--- src/rtl/dmh_pkg.sv ---
// Package for the deadline min-heap timer queue.
// Holds the fixed field widths, the operation and status codes and the entry types.
// No dependencies.
package dmh_pkg;

    localparam int HANDLES  = 16;
    localparam int HANDLE_W = 4;
    localparam int SEC_W    = 32;
    localparam int NSEC_W   = 30;
    localparam int KEY_W    = SEC_W + NSEC_W;

    typedef logic [HANDLE_W-1:0] handle_t;
    typedef logic [KEY_W-1:0]    key_t;

    typedef enum logic [2:0] {
        KIND_INSERT = 3'd0,
        KIND_REMOVE = 3'd1,
        KIND_CHANGE = 3'd2,
        KIND_POP    = 3'd3,
        KIND_PEEK   = 3'd4
    } kind_t;

    typedef enum logic [1:0] {
        ST_OK     = 2'd0,
        ST_FULL   = 2'd1,
        ST_EMPTY  = 2'd2,
        ST_HANDLE = 2'd3
    } status_t;

    // One heap entry: the packed deadline (seconds above nanoseconds) and its owner.
    typedef struct packed {
        key_t    key;
        handle_t owner;
    } entry_t;

    localparam int ENTRY_W = $bits(entry_t);

    // Two siblings of one level, stored side by side.
    typedef struct packed {
        entry_t odd;
        entry_t even;
    } pair_t;

    typedef struct packed {
        logic rd;
        logic wr;
    } cell_ctl_t;

endpackage

--- src/rtl/dmh_ram.sv ---
// Generic single-port RAM with a registered read.
// Used for the slot storage of each heap level cell. No dependencies.
module dmh_ram #(
    parameter int WIDTH = 8,
    parameter int DEPTH = 4,
    localparam int AW   = (DEPTH > 1) ? $clog2(DEPTH) : 1
) (
    input  logic             clk,
    input  logic             we,
    input  logic             re,
    input  logic [AW-1:0]    addr,
    input  logic [WIDTH-1:0] wdata,
    output logic [WIDTH-1:0] rdata
);

    logic [WIDTH-1:0] mem [DEPTH];
    logic [WIDTH-1:0] rdata_reg;

    always_ff @(posedge clk)
    begin
        if (we)
        begin
            mem[addr] <= wdata;
        end
        if (re)
        begin
            rdata_reg <= mem[addr];
        end
    end

    assign rdata = rdata_reg;

endmodule

--- src/rtl/dmh_level_cell.sv ---
// One level of the heap tree: the slots of that level kept as sibling pairs.
// Read data is passed down the chain of level cells toward the controller.
// Depends on dmh_pkg and dmh_ram.
module dmh_level_cell
    import dmh_pkg::*;
#(
    parameter int CAPACITY = 16,
    parameter int NW       = 5,
    parameter int LW       = 3,
    parameter int LVL      = 1
) (
    input  logic          clk,
    input  logic          rst_n,
    input  cell_ctl_t     ctl,
    input  logic [LW-1:0] lvl,
    input  logic [NW-1:0] node,
    input  entry_t        wdata,
    input  pair_t         chain_in,
    output pair_t         chain_out
);

    // Rows of this level; the deepest level may be only partly populated.
    localparam int FULL_ROWS = 1 << (LVL - 1);
    localparam int LAST_ROWS = ((CAPACITY - (1 << LVL)) >> 1) + 1;
    localparam int DEPTH     = (LAST_ROWS < FULL_ROWS) ? LAST_ROWS : FULL_ROWS;
    localparam int AW        = (DEPTH > 1) ? $clog2(DEPTH) : 1;

    logic          hit;
    logic          rd_hit;
    logic          wr_hit;
    logic [AW-1:0] row;
    entry_t        even_q;
    entry_t        odd_q;
    logic          sel_reg;

    assign hit    = (lvl == LW'(LVL));
    assign rd_hit = hit && ctl.rd;
    assign wr_hit = hit && ctl.wr;

    // Nodes of this level are numbered 2**LVL and up; bit 0 picks the sibling.
    generate
        if (DEPTH > 1)
        begin : g_row
            assign row = node[AW:1];
        end
        else
        begin : g_row_single
            assign row = '0;
        end
    endgenerate

    dmh_ram #(
        .WIDTH (ENTRY_W),
        .DEPTH (DEPTH)
    ) u_even (
        .clk   (clk),
        .we    (wr_hit && !node[0]),
        .re    (rd_hit),
        .addr  (row),
        .wdata (wdata),
        .rdata (even_q)
    );

    dmh_ram #(
        .WIDTH (ENTRY_W),
        .DEPTH (DEPTH)
    ) u_odd (
        .clk   (clk),
        .we    (wr_hit && node[0]),
        .re    (rd_hit),
        .addr  (row),
        .wdata (wdata),
        .rdata (odd_q)
    );

    always_ff @(posedge clk or negedge rst_n)
    begin
        if (!rst_n)
        begin
            sel_reg <= 1'b0;
        end
        else
        begin
            sel_reg <= rd_hit;
        end
    end

    assign chain_out = sel_reg ? pair_t'{odd: odd_q, even: even_q} : chain_in;

endmodule

--- src/rtl/dmh_ctrl.sv ---
// Operation sequencer of the timer queue: handle tables, root slot, entry count
// and the hole-based sift walk over the level cells. Depends on dmh_pkg.
module dmh_ctrl
    import dmh_pkg::*;
#(
    parameter int CAPACITY = 16,
    parameter int NW       = 5,
    parameter int LW       = 3
) (
    input  logic                clk,
    input  logic                rst_n,
    input  logic                start,
    input  logic [2:0]          kind,
    input  handle_t             handle_id,
    input  logic [SEC_W-1:0]    deadline_sec,
    input  logic [NSEC_W-1:0]   deadline_nsec,
    output logic                busy,
    output logic                done,
    output logic [1:0]          status,
    output handle_t             popped_handle,
    output logic                top_valid,
    output handle_t             top_handle,
    output logic [SEC_W-1:0]    top_sec,
    output logic [NSEC_W-1:0]   top_nsec,
    output logic [NW-1:0]       entry_count,
    output cell_ctl_t           cell_ctl,
    output logic [LW-1:0]       cell_lvl,
    output logic [NW-1:0]       cell_node,
    output entry_t              cell_wdata,
    input  pair_t               cell_rdata
);

    typedef enum logic [7:0] {
        S_IDLE   = 8'b0000_0001,
        S_FETCH  = 8'b0000_0010,
        S_SPLIT  = 8'b0000_0100,
        S_UP_RD  = 8'b0000_1000,
        S_UP_CMP = 8'b0001_0000,
        S_DN_RD  = 8'b0010_0000,
        S_DN_CMP = 8'b0100_0000,
        S_DONE   = 8'b1000_0000
    } state_t;

    function automatic logic [LW-1:0] node_level(input logic [NW-1:0] node);
        logic [LW-1:0] l;
        l = '0;
        for (int b = 0; b < NW; b++)
        begin
            if (node[b])
            begin
                l = LW'(b);
            end
        end
        return l;
    endfunction

    state_t                state_reg, state_next;
    logic [NW-1:0]         cnt_reg, cnt_next;
    entry_t                root_reg, root_next;
    entry_t                mov_reg, mov_next;
    key_t                  tmp_reg, tmp_next;
    logic [NW-1:0]         hole_reg, hole_next;
    logic [LW-1:0]         lvl_reg, lvl_next;
    kind_t                 op_reg, op_next;
    status_t               status_reg, status_next;
    handle_t               popped_reg, popped_next;
    logic [HANDLES-1:0]    present_reg, present_next;
    logic [NW-1:0]         hslot_reg [HANDLES];
    logic                  rd_root_reg, rd_root_next;
    logic                  rd_odd_reg, rd_odd_next;

    logic                  rd_en;
    logic [NW-1:0]         rd_node;
    logic [LW-1:0]         rd_lvl;
    logic                  wr_en;
    logic [NW-1:0]         wr_node;
    logic [LW-1:0]         wr_lvl;
    entry_t                wr_ent;
    logic                  hs_we;
    handle_t               hs_idx;
    logic [NW-1:0]         hs_val;

    logic [NW-1:0]         h_slot;
    logic                  h_absent;
    key_t                  new_key;
    entry_t                fetched;
    entry_t                mov_eff;
    logic [NW:0]           left_node;
    logic [NW:0]           right_node;
    logic                  pick_right;
    entry_t                child;

    assign h_slot   = hslot_reg[handle_id];
    assign h_absent = !present_reg[handle_id] || (h_slot > cnt_reg);
    assign new_key  = {deadline_sec, deadline_nsec};
    assign fetched  = rd_root_reg ? root_reg : (rd_odd_reg ? cell_rdata.odd : cell_rdata.even);
    assign mov_eff  = (op_reg == KIND_CHANGE) ? mov_reg : fetched;

    assign left_node  = {hole_reg, 1'b0};
    assign right_node = {hole_reg, 1'b1};
    // With equal children the right one is taken.
    assign pick_right = (right_node <= {1'b0, cnt_reg})
                        && !(cell_rdata.even.key < cell_rdata.odd.key);
    assign child      = pick_right ? cell_rdata.odd : cell_rdata.even;

    always_comb
    begin
        state_next   = state_reg;
        cnt_next     = cnt_reg;
        root_next    = root_reg;
        mov_next     = mov_reg;
        tmp_next     = tmp_reg;
        hole_next    = hole_reg;
        lvl_next     = lvl_reg;
        op_next      = op_reg;
        status_next  = status_reg;
        popped_next  = popped_reg;
        present_next = present_reg;
        rd_en        = 1'b0;
        rd_node      = '0;
        rd_lvl       = '0;
        wr_en        = 1'b0;
        wr_node      = hole_reg;
        wr_lvl       = lvl_reg;
        wr_ent       = mov_reg;
        hs_we        = 1'b0;
        hs_idx       = mov_reg.owner;
        hs_val       = hole_reg;

        unique case (state_reg)
            S_IDLE, S_DONE:
            begin
                if (start)
                begin
                    op_next     = kind_t'(kind);
                    status_next = ST_OK;
                    popped_next = '0;
                    state_next  = S_DONE;
                    unique case (kind_t'(kind))
                        KIND_INSERT:
                        begin
                            if (present_reg[handle_id])
                            begin
                                status_next = ST_HANDLE;
                            end
                            else if (cnt_reg == NW'(CAPACITY))
                            begin
                                status_next = ST_FULL;
                            end
                            else
                            begin
                                present_next[handle_id] = 1'b1;
                                cnt_next   = cnt_reg + NW'(1);
                                mov_next   = entry_t'{key: new_key, owner: handle_id};
                                hole_next  = cnt_reg + NW'(1);
                                lvl_next   = node_level(cnt_reg + NW'(1));
                                state_next = S_UP_RD;
                            end
                        end
                        KIND_REMOVE:
                        begin
                            if (h_absent)
                            begin
                                status_next = ST_HANDLE;
                            end
                            else
                            begin
                                present_next[handle_id] = 1'b0;
                                cnt_next = cnt_reg - NW'(1);
                                if (cnt_reg != NW'(1))
                                begin
                                    hole_next  = h_slot;
                                    lvl_next   = node_level(h_slot);
                                    rd_en      = 1'b1;
                                    rd_node    = h_slot;
                                    rd_lvl     = node_level(h_slot);
                                    state_next = S_FETCH;
                                end
                            end
                        end
                        KIND_CHANGE:
                        begin
                            if (h_absent)
                            begin
                                status_next = ST_HANDLE;
                            end
                            else
                            begin
                                mov_next   = entry_t'{key: new_key, owner: handle_id};
                                hole_next  = h_slot;
                                lvl_next   = node_level(h_slot);
                                rd_en      = 1'b1;
                                rd_node    = h_slot;
                                rd_lvl     = node_level(h_slot);
                                state_next = S_FETCH;
                            end
                        end
                        KIND_POP:
                        begin
                            if (cnt_reg == '0)
                            begin
                                status_next = ST_EMPTY;
                            end
                            else
                            begin
                                popped_next = root_reg.owner;
                                present_next[root_reg.owner] = 1'b0;
                                cnt_next = cnt_reg - NW'(1);
                                if (cnt_reg != NW'(1))
                                begin
                                    hole_next  = NW'(1);
                                    lvl_next   = '0;
                                    rd_en      = 1'b1;
                                    rd_node    = NW'(1);
                                    rd_lvl     = '0;
                                    state_next = S_FETCH;
                                end
                            end
                        end
                        KIND_PEEK:
                        begin
                            if (cnt_reg == '0)
                            begin
                                status_next = ST_EMPTY;
                            end
                        end
                        default:
                        begin
                            status_next = ST_OK;
                        end
                    endcase
                end
                else
                begin
                    state_next = S_IDLE;
                end
            end

            S_FETCH:
            begin
                // Keep the old key of the slot, then fetch the last entry,
                // which refills the slot on remove and pop.
                tmp_next = fetched.key;
                if (op_reg != KIND_CHANGE)
                begin
                    rd_en   = 1'b1;
                    rd_node = cnt_reg + NW'(1);
                    rd_lvl  = node_level(cnt_reg + NW'(1));
                end
                state_next = S_SPLIT;
            end

            S_SPLIT:
            begin
                mov_next = mov_eff;
                if (mov_eff.key < tmp_reg)
                begin
                    state_next = S_UP_RD;
                end
                else
                begin
                    state_next = S_DN_RD;
                end
            end

            S_UP_RD:
            begin
                if (hole_reg == NW'(1))
                begin
                    wr_en      = 1'b1;
                    hs_we      = 1'b1;
                    state_next = S_DONE;
                end
                else
                begin
                    rd_en      = 1'b1;
                    rd_node    = hole_reg >> 1;
                    rd_lvl     = lvl_reg - LW'(1);
                    state_next = S_UP_CMP;
                end
            end

            S_UP_CMP:
            begin
                hs_we = 1'b1;
                wr_en = 1'b1;
                if (mov_reg.key < fetched.key)
                begin
                    // The parent drops into the hole and the hole climbs.
                    wr_ent     = fetched;
                    hs_idx     = fetched.owner;
                    hole_next  = hole_reg >> 1;
                    lvl_next   = lvl_reg - LW'(1);
                    state_next = S_UP_RD;
                end
                else
                begin
                    state_next = S_DONE;
                end
            end

            S_DN_RD:
            begin
                if (left_node > {1'b0, cnt_reg})
                begin
                    wr_en      = 1'b1;
                    hs_we      = 1'b1;
                    state_next = S_DONE;
                end
                else
                begin
                    rd_en      = 1'b1;
                    rd_node    = left_node[NW-1:0];
                    rd_lvl     = lvl_reg + LW'(1);
                    state_next = S_DN_CMP;
                end
            end

            S_DN_CMP:
            begin
                hs_we = 1'b1;
                wr_en = 1'b1;
                if (child.key < mov_reg.key)
                begin
                    wr_ent     = child;
                    hs_idx     = child.owner;
                    hole_next  = pick_right ? right_node[NW-1:0] : left_node[NW-1:0];
                    lvl_next   = lvl_reg + LW'(1);
                    state_next = S_DN_RD;
                end
                else
                begin
                    state_next = S_DONE;
                end
            end

            default:
            begin
                state_next = S_IDLE;
            end
        endcase

        if (wr_en && (wr_lvl == '0))
        begin
            root_next = wr_ent;
        end
    end

    assign rd_root_next = rd_en ? (rd_lvl == '0) : rd_root_reg;
    assign rd_odd_next  = rd_en ? rd_node[0] : rd_odd_reg;

    always_ff @(posedge clk or negedge rst_n)
    begin
        if (!rst_n)
        begin
            state_reg   <= S_IDLE;
            cnt_reg     <= '0;
            present_reg <= '0;
            op_reg      <= KIND_PEEK;
            status_reg  <= ST_OK;
            popped_reg  <= '0;
            rd_root_reg <= 1'b0;
            rd_odd_reg  <= 1'b0;
        end
        else
        begin
            state_reg   <= state_next;
            cnt_reg     <= cnt_next;
            present_reg <= present_next;
            op_reg      <= op_next;
            status_reg  <= status_next;
            popped_reg  <= popped_next;
            rd_root_reg <= rd_root_next;
            rd_odd_reg  <= rd_odd_next;
        end
    end

    always_ff @(posedge clk)
    begin
        root_reg <= root_next;
        mov_reg  <= mov_next;
        tmp_reg  <= tmp_next;
        hole_reg <= hole_next;
        lvl_reg  <= lvl_next;
        if (hs_we)
        begin
            hslot_reg[hs_idx] <= hs_val;
        end
    end

    assign cell_ctl.rd = rd_en && (rd_lvl != '0);
    assign cell_ctl.wr = wr_en && (wr_lvl != '0);
    assign cell_lvl    = rd_en ? rd_lvl : wr_lvl;
    assign cell_node   = rd_en ? rd_node : wr_node;
    assign cell_wdata  = wr_ent;

    assign busy          = !((state_reg == S_IDLE) || (state_reg == S_DONE));
    assign done          = (state_reg == S_DONE);
    assign status        = status_reg;
    assign popped_handle = popped_reg;
    assign top_valid     = (cnt_reg != '0);
    assign top_handle    = top_valid ? root_reg.owner : '0;
    assign top_sec       = top_valid ? root_reg.key[KEY_W-1:NSEC_W] : '0;
    assign top_nsec      = top_valid ? root_reg.key[NSEC_W-1:0] : '0;
    assign entry_count   = cnt_reg;

endmodule

--- src/rtl/deadline_min_heap_with_handles_unit.sv ---
// Channel     Qualifier          Payload
// ---------   ----------------   ------------------------------------------------------
// operation   start & !busy      kind, handle_id, deadline_sec, deadline_nsec
// result      done (one cycle)   status, popped_handle, top_valid, top_handle,
//                                top_sec, top_nsec, entry_count
//
// One item is handled at a time. At each level the sift walk first reads the RAM,
// then compares and moves. Error, peek and unused kinds go straight to the result.
// Reset clears the entry count and the handle presence flags; slot storage is not cleared.
// The result cannot be held off; a new item may start in the cycle that shows it.
// Top level: sequencer plus one cell per heap level below the root. Depends on dmh_pkg, dmh_ctrl and dmh_level_cell.
module deadline_min_heap_with_handles_unit
    import dmh_pkg::*;
#(
    parameter int CAPACITY = 16,
    localparam int NW      = $clog2(CAPACITY + 1)
) (
    input  logic               clk,
    input  logic               rst_n,
    input  logic               start,
    output logic               busy,
    input  logic [2:0]         kind,
    input  logic [3:0]         handle_id,
    input  logic [31:0]        deadline_sec,
    input  logic [29:0]        deadline_nsec,
    output logic               done,
    output logic [1:0]         status,
    output logic [3:0]         popped_handle,
    output logic               top_valid,
    output logic [3:0]         top_handle,
    output logic [31:0]        top_sec,
    output logic [29:0]        top_nsec,
    output logic [NW-1:0]      entry_count
);

    localparam int LEVELS = NW;
    localparam int LW     = $clog2(LEVELS);

    cell_ctl_t     cell_ctl;
    logic [LW-1:0] cell_lvl;
    logic [NW-1:0] cell_node;
    entry_t        cell_wdata;
    pair_t         chain [1:LEVELS];

    dmh_ctrl #(
        .CAPACITY (CAPACITY),
        .NW       (NW),
        .LW       (LW)
    ) u_ctrl (
        .clk           (clk),
        .rst_n         (rst_n),
        .start         (start),
        .kind          (kind),
        .handle_id     (handle_id),
        .deadline_sec  (deadline_sec),
        .deadline_nsec (deadline_nsec),
        .busy          (busy),
        .done          (done),
        .status        (status),
        .popped_handle (popped_handle),
        .top_valid     (top_valid),
        .top_handle    (top_handle),
        .top_sec       (top_sec),
        .top_nsec      (top_nsec),
        .entry_count   (entry_count),
        .cell_ctl      (cell_ctl),
        .cell_lvl      (cell_lvl),
        .cell_node     (cell_node),
        .cell_wdata    (cell_wdata),
        .cell_rdata    (chain[1])
    );

    assign chain[LEVELS] = '0;

    // Read data of the addressed level travels down the chain toward level one.
    generate
        for (genvar l = 1; l < LEVELS; l++)
        begin : g_level
            dmh_level_cell #(
                .CAPACITY (CAPACITY),
                .NW       (NW),
                .LW       (LW),
                .LVL      (l)
            ) u_cell (
                .clk       (clk),
                .rst_n     (rst_n),
                .ctl       (cell_ctl),
                .lvl       (cell_lvl),
                .node      (cell_node),
                .wdata     (cell_wdata),
                .chain_in  (chain[l+1]),
                .chain_out (chain[l])
            );
        end
    endgenerate

endmodule

--- config.mk ---
export PLATFORM = sky130hd
export DESIGN_NAME = deadline_min_heap_with_handles_unit
export DESIGN_NICKNAME = d
export VERILOG_FILES = /design/src/rtl/dmh_pkg.sv /design/src/rtl/dmh_ram.sv /design/src/rtl/dmh_level_cell.sv /design/src/rtl/dmh_ctrl.sv /design/src/rtl/deadline_min_heap_with_handles_unit.sv
export SDC_FILE = /design/constraint.sdc
export NUM_CORES = 2
export LEC_CHECK = 0
export BUFFER_PORTS_ARGS = -buffer_cell sky130_fd_sc_hd__buf_2
export CAP_MARGIN = 20
export CORE_ASPECT_RATIO = 1.5
export CORE_MARGIN = 5
export CORE_UTILIZATION = 60
export CTS_CLUSTER_DIAMETER = 120
export DETAILED_ROUTE_END_ITERATION = 8
export PLACE_DENSITY = 0.88
export SYNTH_ARGS = -nofsm -noshare
export SYNTH_HDL_FRONTEND = slang
export SYNTH_HIERARCHICAL = 1
export SYNTH_SLANG_ARGS = --single-unit
--- constraint.sdc ---
create_clock -name clk -period 25.3 [get_ports clk]
set_input_delay 5.06 -clock clk [delete_from_list [all_inputs] [get_ports clk]]
set_output_delay 5.06 -clock clk [all_outputs]
set_load 0.03 [all_outputs]
==> results.yml <==
critical_path:
  critPathMostFrequentCell: "buf_4"
  worstSetupEndpointType: "flip-flop"
  path_buf_inv: 6
  worstPathRequired_ns: 25.72
  path_cells: "buf_2 -> buf_4 -> mux4_2 -> mux4_2 -> ha_1 -> nor2b_1 -> o21a_1 -> o21a_1 -> o21ai_0 -> a22oi_1 -> nand2b_1 -> nor4_1 -> nand2_1 -> o211ai_1 -> buf_4 -> buf_4 -> buf_4 -> and3b_4 -> buf_4"
  path_class: "input pin to flip-flop"
  slowest_stage: "and3b_4"
  r2r_setup_slack_ns: 12.54
  cp_max_fo: 49
  max_stage_delay_ns: 1.00
  crit_arrival_ns: 13.50
  crit_family: "buffers and inverters"
  worstSetupStartpointType: "input pin"
route:
  drt_iter0_markers: 6994
  wl_met2_um: 108100
  avgRoutedWirePerCell_um: 30.13
  dr.pass1.iters: 7
  dr_wl_met3_um: 25090
  routed_wl_um: 220200
  wl_met1_um: 76180
  vias: 48230
  postRouteAntennaNets: 0
  highest_layer: "met5"
  viasPerCell: 6.600
  drc_errors: 0
clock_tree:
  path_clk_slew_ns: 0.06
  cts_sinks: 1910
  cts_buffers: 170
  cts_root_buf: "clkbuf_16"
  cts-hold-fix-buffers: 0
  cts_tree: "done"
  cts_max_path_buffers: 3
  clock_latency_ns: 0.82
  cts_htree_levels: 4
  post-cts-setup-buffers: 0
  post_cts_resized: 0
layout:
  top_regs: "g_level.u_cell/u_even/mem (528), g_level.u_cell/u_odd/mem (528)"
  nets: 5607
  fillers: 8911
  design_area_um2: 93340
  multi_input_area_um2: 25650
  final_util_pct: 66.28
  syn_to_final_growth_pct: 10.18
  final-seq-area_um2: 57160
  drive_gt1_share_pct: 27.44
synthesis:
  syn_avg_cell_area_um2: 17.07
  synth_area_um2: 84710
  syn_inst: 4963
  yosys_warnings: 6
timing:
  post-route-period-util_pct: 51.71
  worst_clock_skew_ns: 0.04413
  fmax_mhz: 76.44
  setup-tns-final_ns: 0
  slew_headroom_pct: 17.55
  layout_min_cycle_time_ns: 13.08
  worstMarginPinSlew_ns: 1.237
  hold_violations: 0
  setup_violations: 0
  rsz0062_at_grt: "no"
  drv_slew: 0
placed_design:
  place_area_um2: 87600
  port_buffers: 151
  gp_congestion: 0.9437
  place_hpwl_um: 130200
grt:
  antenna_found_initial: 15
  grt_pass1_vias: 49487
  grt_usage_pct: 29.32
  grt_pass1_wl_um: 321400
  grt.overflow.total: 0
  grt_max_degree: 141
floorplan:
  die_area_um2: 149000
  io_pins: 152
  die_w_um: 316.8
  initial_core_util_pct: 60.15
  row_count: 169
  die_h_um: 470.2
  core_um2: 140800
power_and_ir_drop:
  power.internal_w: 0.005790
  cellLeakagePower_nw: 33.21
  switching_share_pct: 28.83
  p_sw_w: 0.002346
  power.total_w: 0.008136
  clkPwrFrac_pct: 32.5
  p_comb_share_pct: 22.1
  peakVddDrop_mv: 0.07979
  power-per-cell-area_nw_per_um2: 87.16
  power_frac_seq_pct: 45.4
job:
  cap_viol_max_count: 0
run_status:
  status: "complete, no violations"
hold_path:
  hold_class: "flip-flop to flip-flop"
-- worst register-to-register path: cells and delay by family, from the launching register on --
| family | cells | cell delay (ns) |
|---|---|---|
| flip-flops | 1 | 0.82 |
| adder cells (fa/ha/maj) | 2 | 0.62 |
| multiplexers | 6 | 1.75 |
| AND/OR/NAND/NOR | 9 | 4.19 |
| AO/OA/AOI/OAI | 6 | 2.14 |
| buffers and inverters | 6 | 2.94 |
-- through the flow --
step / hold slack (ns) / std cells / setup slack (ns)
after floorplan: 0.4003 / 5094 / 2.224
after CTS: 0.4106 / 7296 / 12.28
after global routing: 0.4194 / 7301 / 11.82
final: 0.4043 / 7308 / 12.22
after detailed placement: 0.4045 / 6980 / 11.43
after global placement: 0.4001 / 6977 / 11.46
-- layout make-up --
class | instances | share of cell area, %
sequential | 1910 | 61.24
multi-input combinational | 2675 | 27.48
clock buffer | 189 | 4.690
tap | 1881 | 2.522
timing repair buffer | 227 | 1.496
clock inverter | 127 | 1.378
inverter | 291 | 1.170
antenna | 8 | 0.02145
-- metal layers --
metal / track usage (%) / up-vias
met1: 37.79 / 24105
li1: - / 19746
met3: 6.293 / 786
met2: 48.35 / 3585
met4: 12.99 / 8
met5: 0 / -
-- layout by cell type (no fill, tap or decap), drive strengths merged, types with 7 or more instances in the layout --
master	n
edfxtp	1866
mux2	787
nand2	334
inv	301
ha	260
buf	225
clkbuf	190
o21ai	177
mux4	162
conb	132
a21oi	89
clkinv	87
and2	77
mux2i	71
a22oi	71
a21o	61
nor2	58
nand4	46
dfrtp	42
nor3	37
nand3	23
bufinv	20
o21a	19
nor4	19
o22ai	18
nand2b	16
a211oi	16
nor2b	14
and3	14
a221o	11
clkinvlp	10
o211ai	10
and4	10
a2111oi	10
xnor2	9
o31ai	9
diode	8
a31oi	8
nor4b	8
or2	7
-- power groups by stage --
stage	logic (W)	clock network, W	registers (W)
after floorplan	0.00127	0	0.00373
after global placement	0.00165	0	0.00375
after detailed placement	0.00172	0	0.00376
after CTS	0.00175	0.00265	0.00369
after global routing	0.00192	0.00280	0.00370
final	0.00180	0.00264	0.00370
-- final timing paths --
| kind | from | end | cells past startpoint |
|---|---|---|---|
| max | handle_id[0] | g_level[3].u_cell/u_odd/mem[1][49]$_DFFE_PP_ | 19 |
| min in group asynchronous | rst_n | u_ctrl/present_reg[2]$_DFFE_PN0P_ | 1 |
| max in group asynchronous | rst_n | u_ctrl/state_reg[0]$_DFF_PN1_ | 2 |
| min reg2reg | g_level[4].u_cell/u_odd/mem[0][57]$_DFFE_PP_ | g_level[4].u_cell/u_odd/rdata[57]$_DFFE_PP_ | 0 |
| max reg2reg | g_level[4].u_cell/sel_reg$_DFF_PN0_ | u_ctrl/hslot_reg[6][3]$_DFFE_PP_ | 29 |
| min | g_level[4].u_cell/u_odd/mem[0][57]$_DFFE_PP_ | g_level[4].u_cell/u_odd/rdata[57]$_DFFE_PP_ | 0 |
No activity file was read; power rests on OpenSTA's default activity.
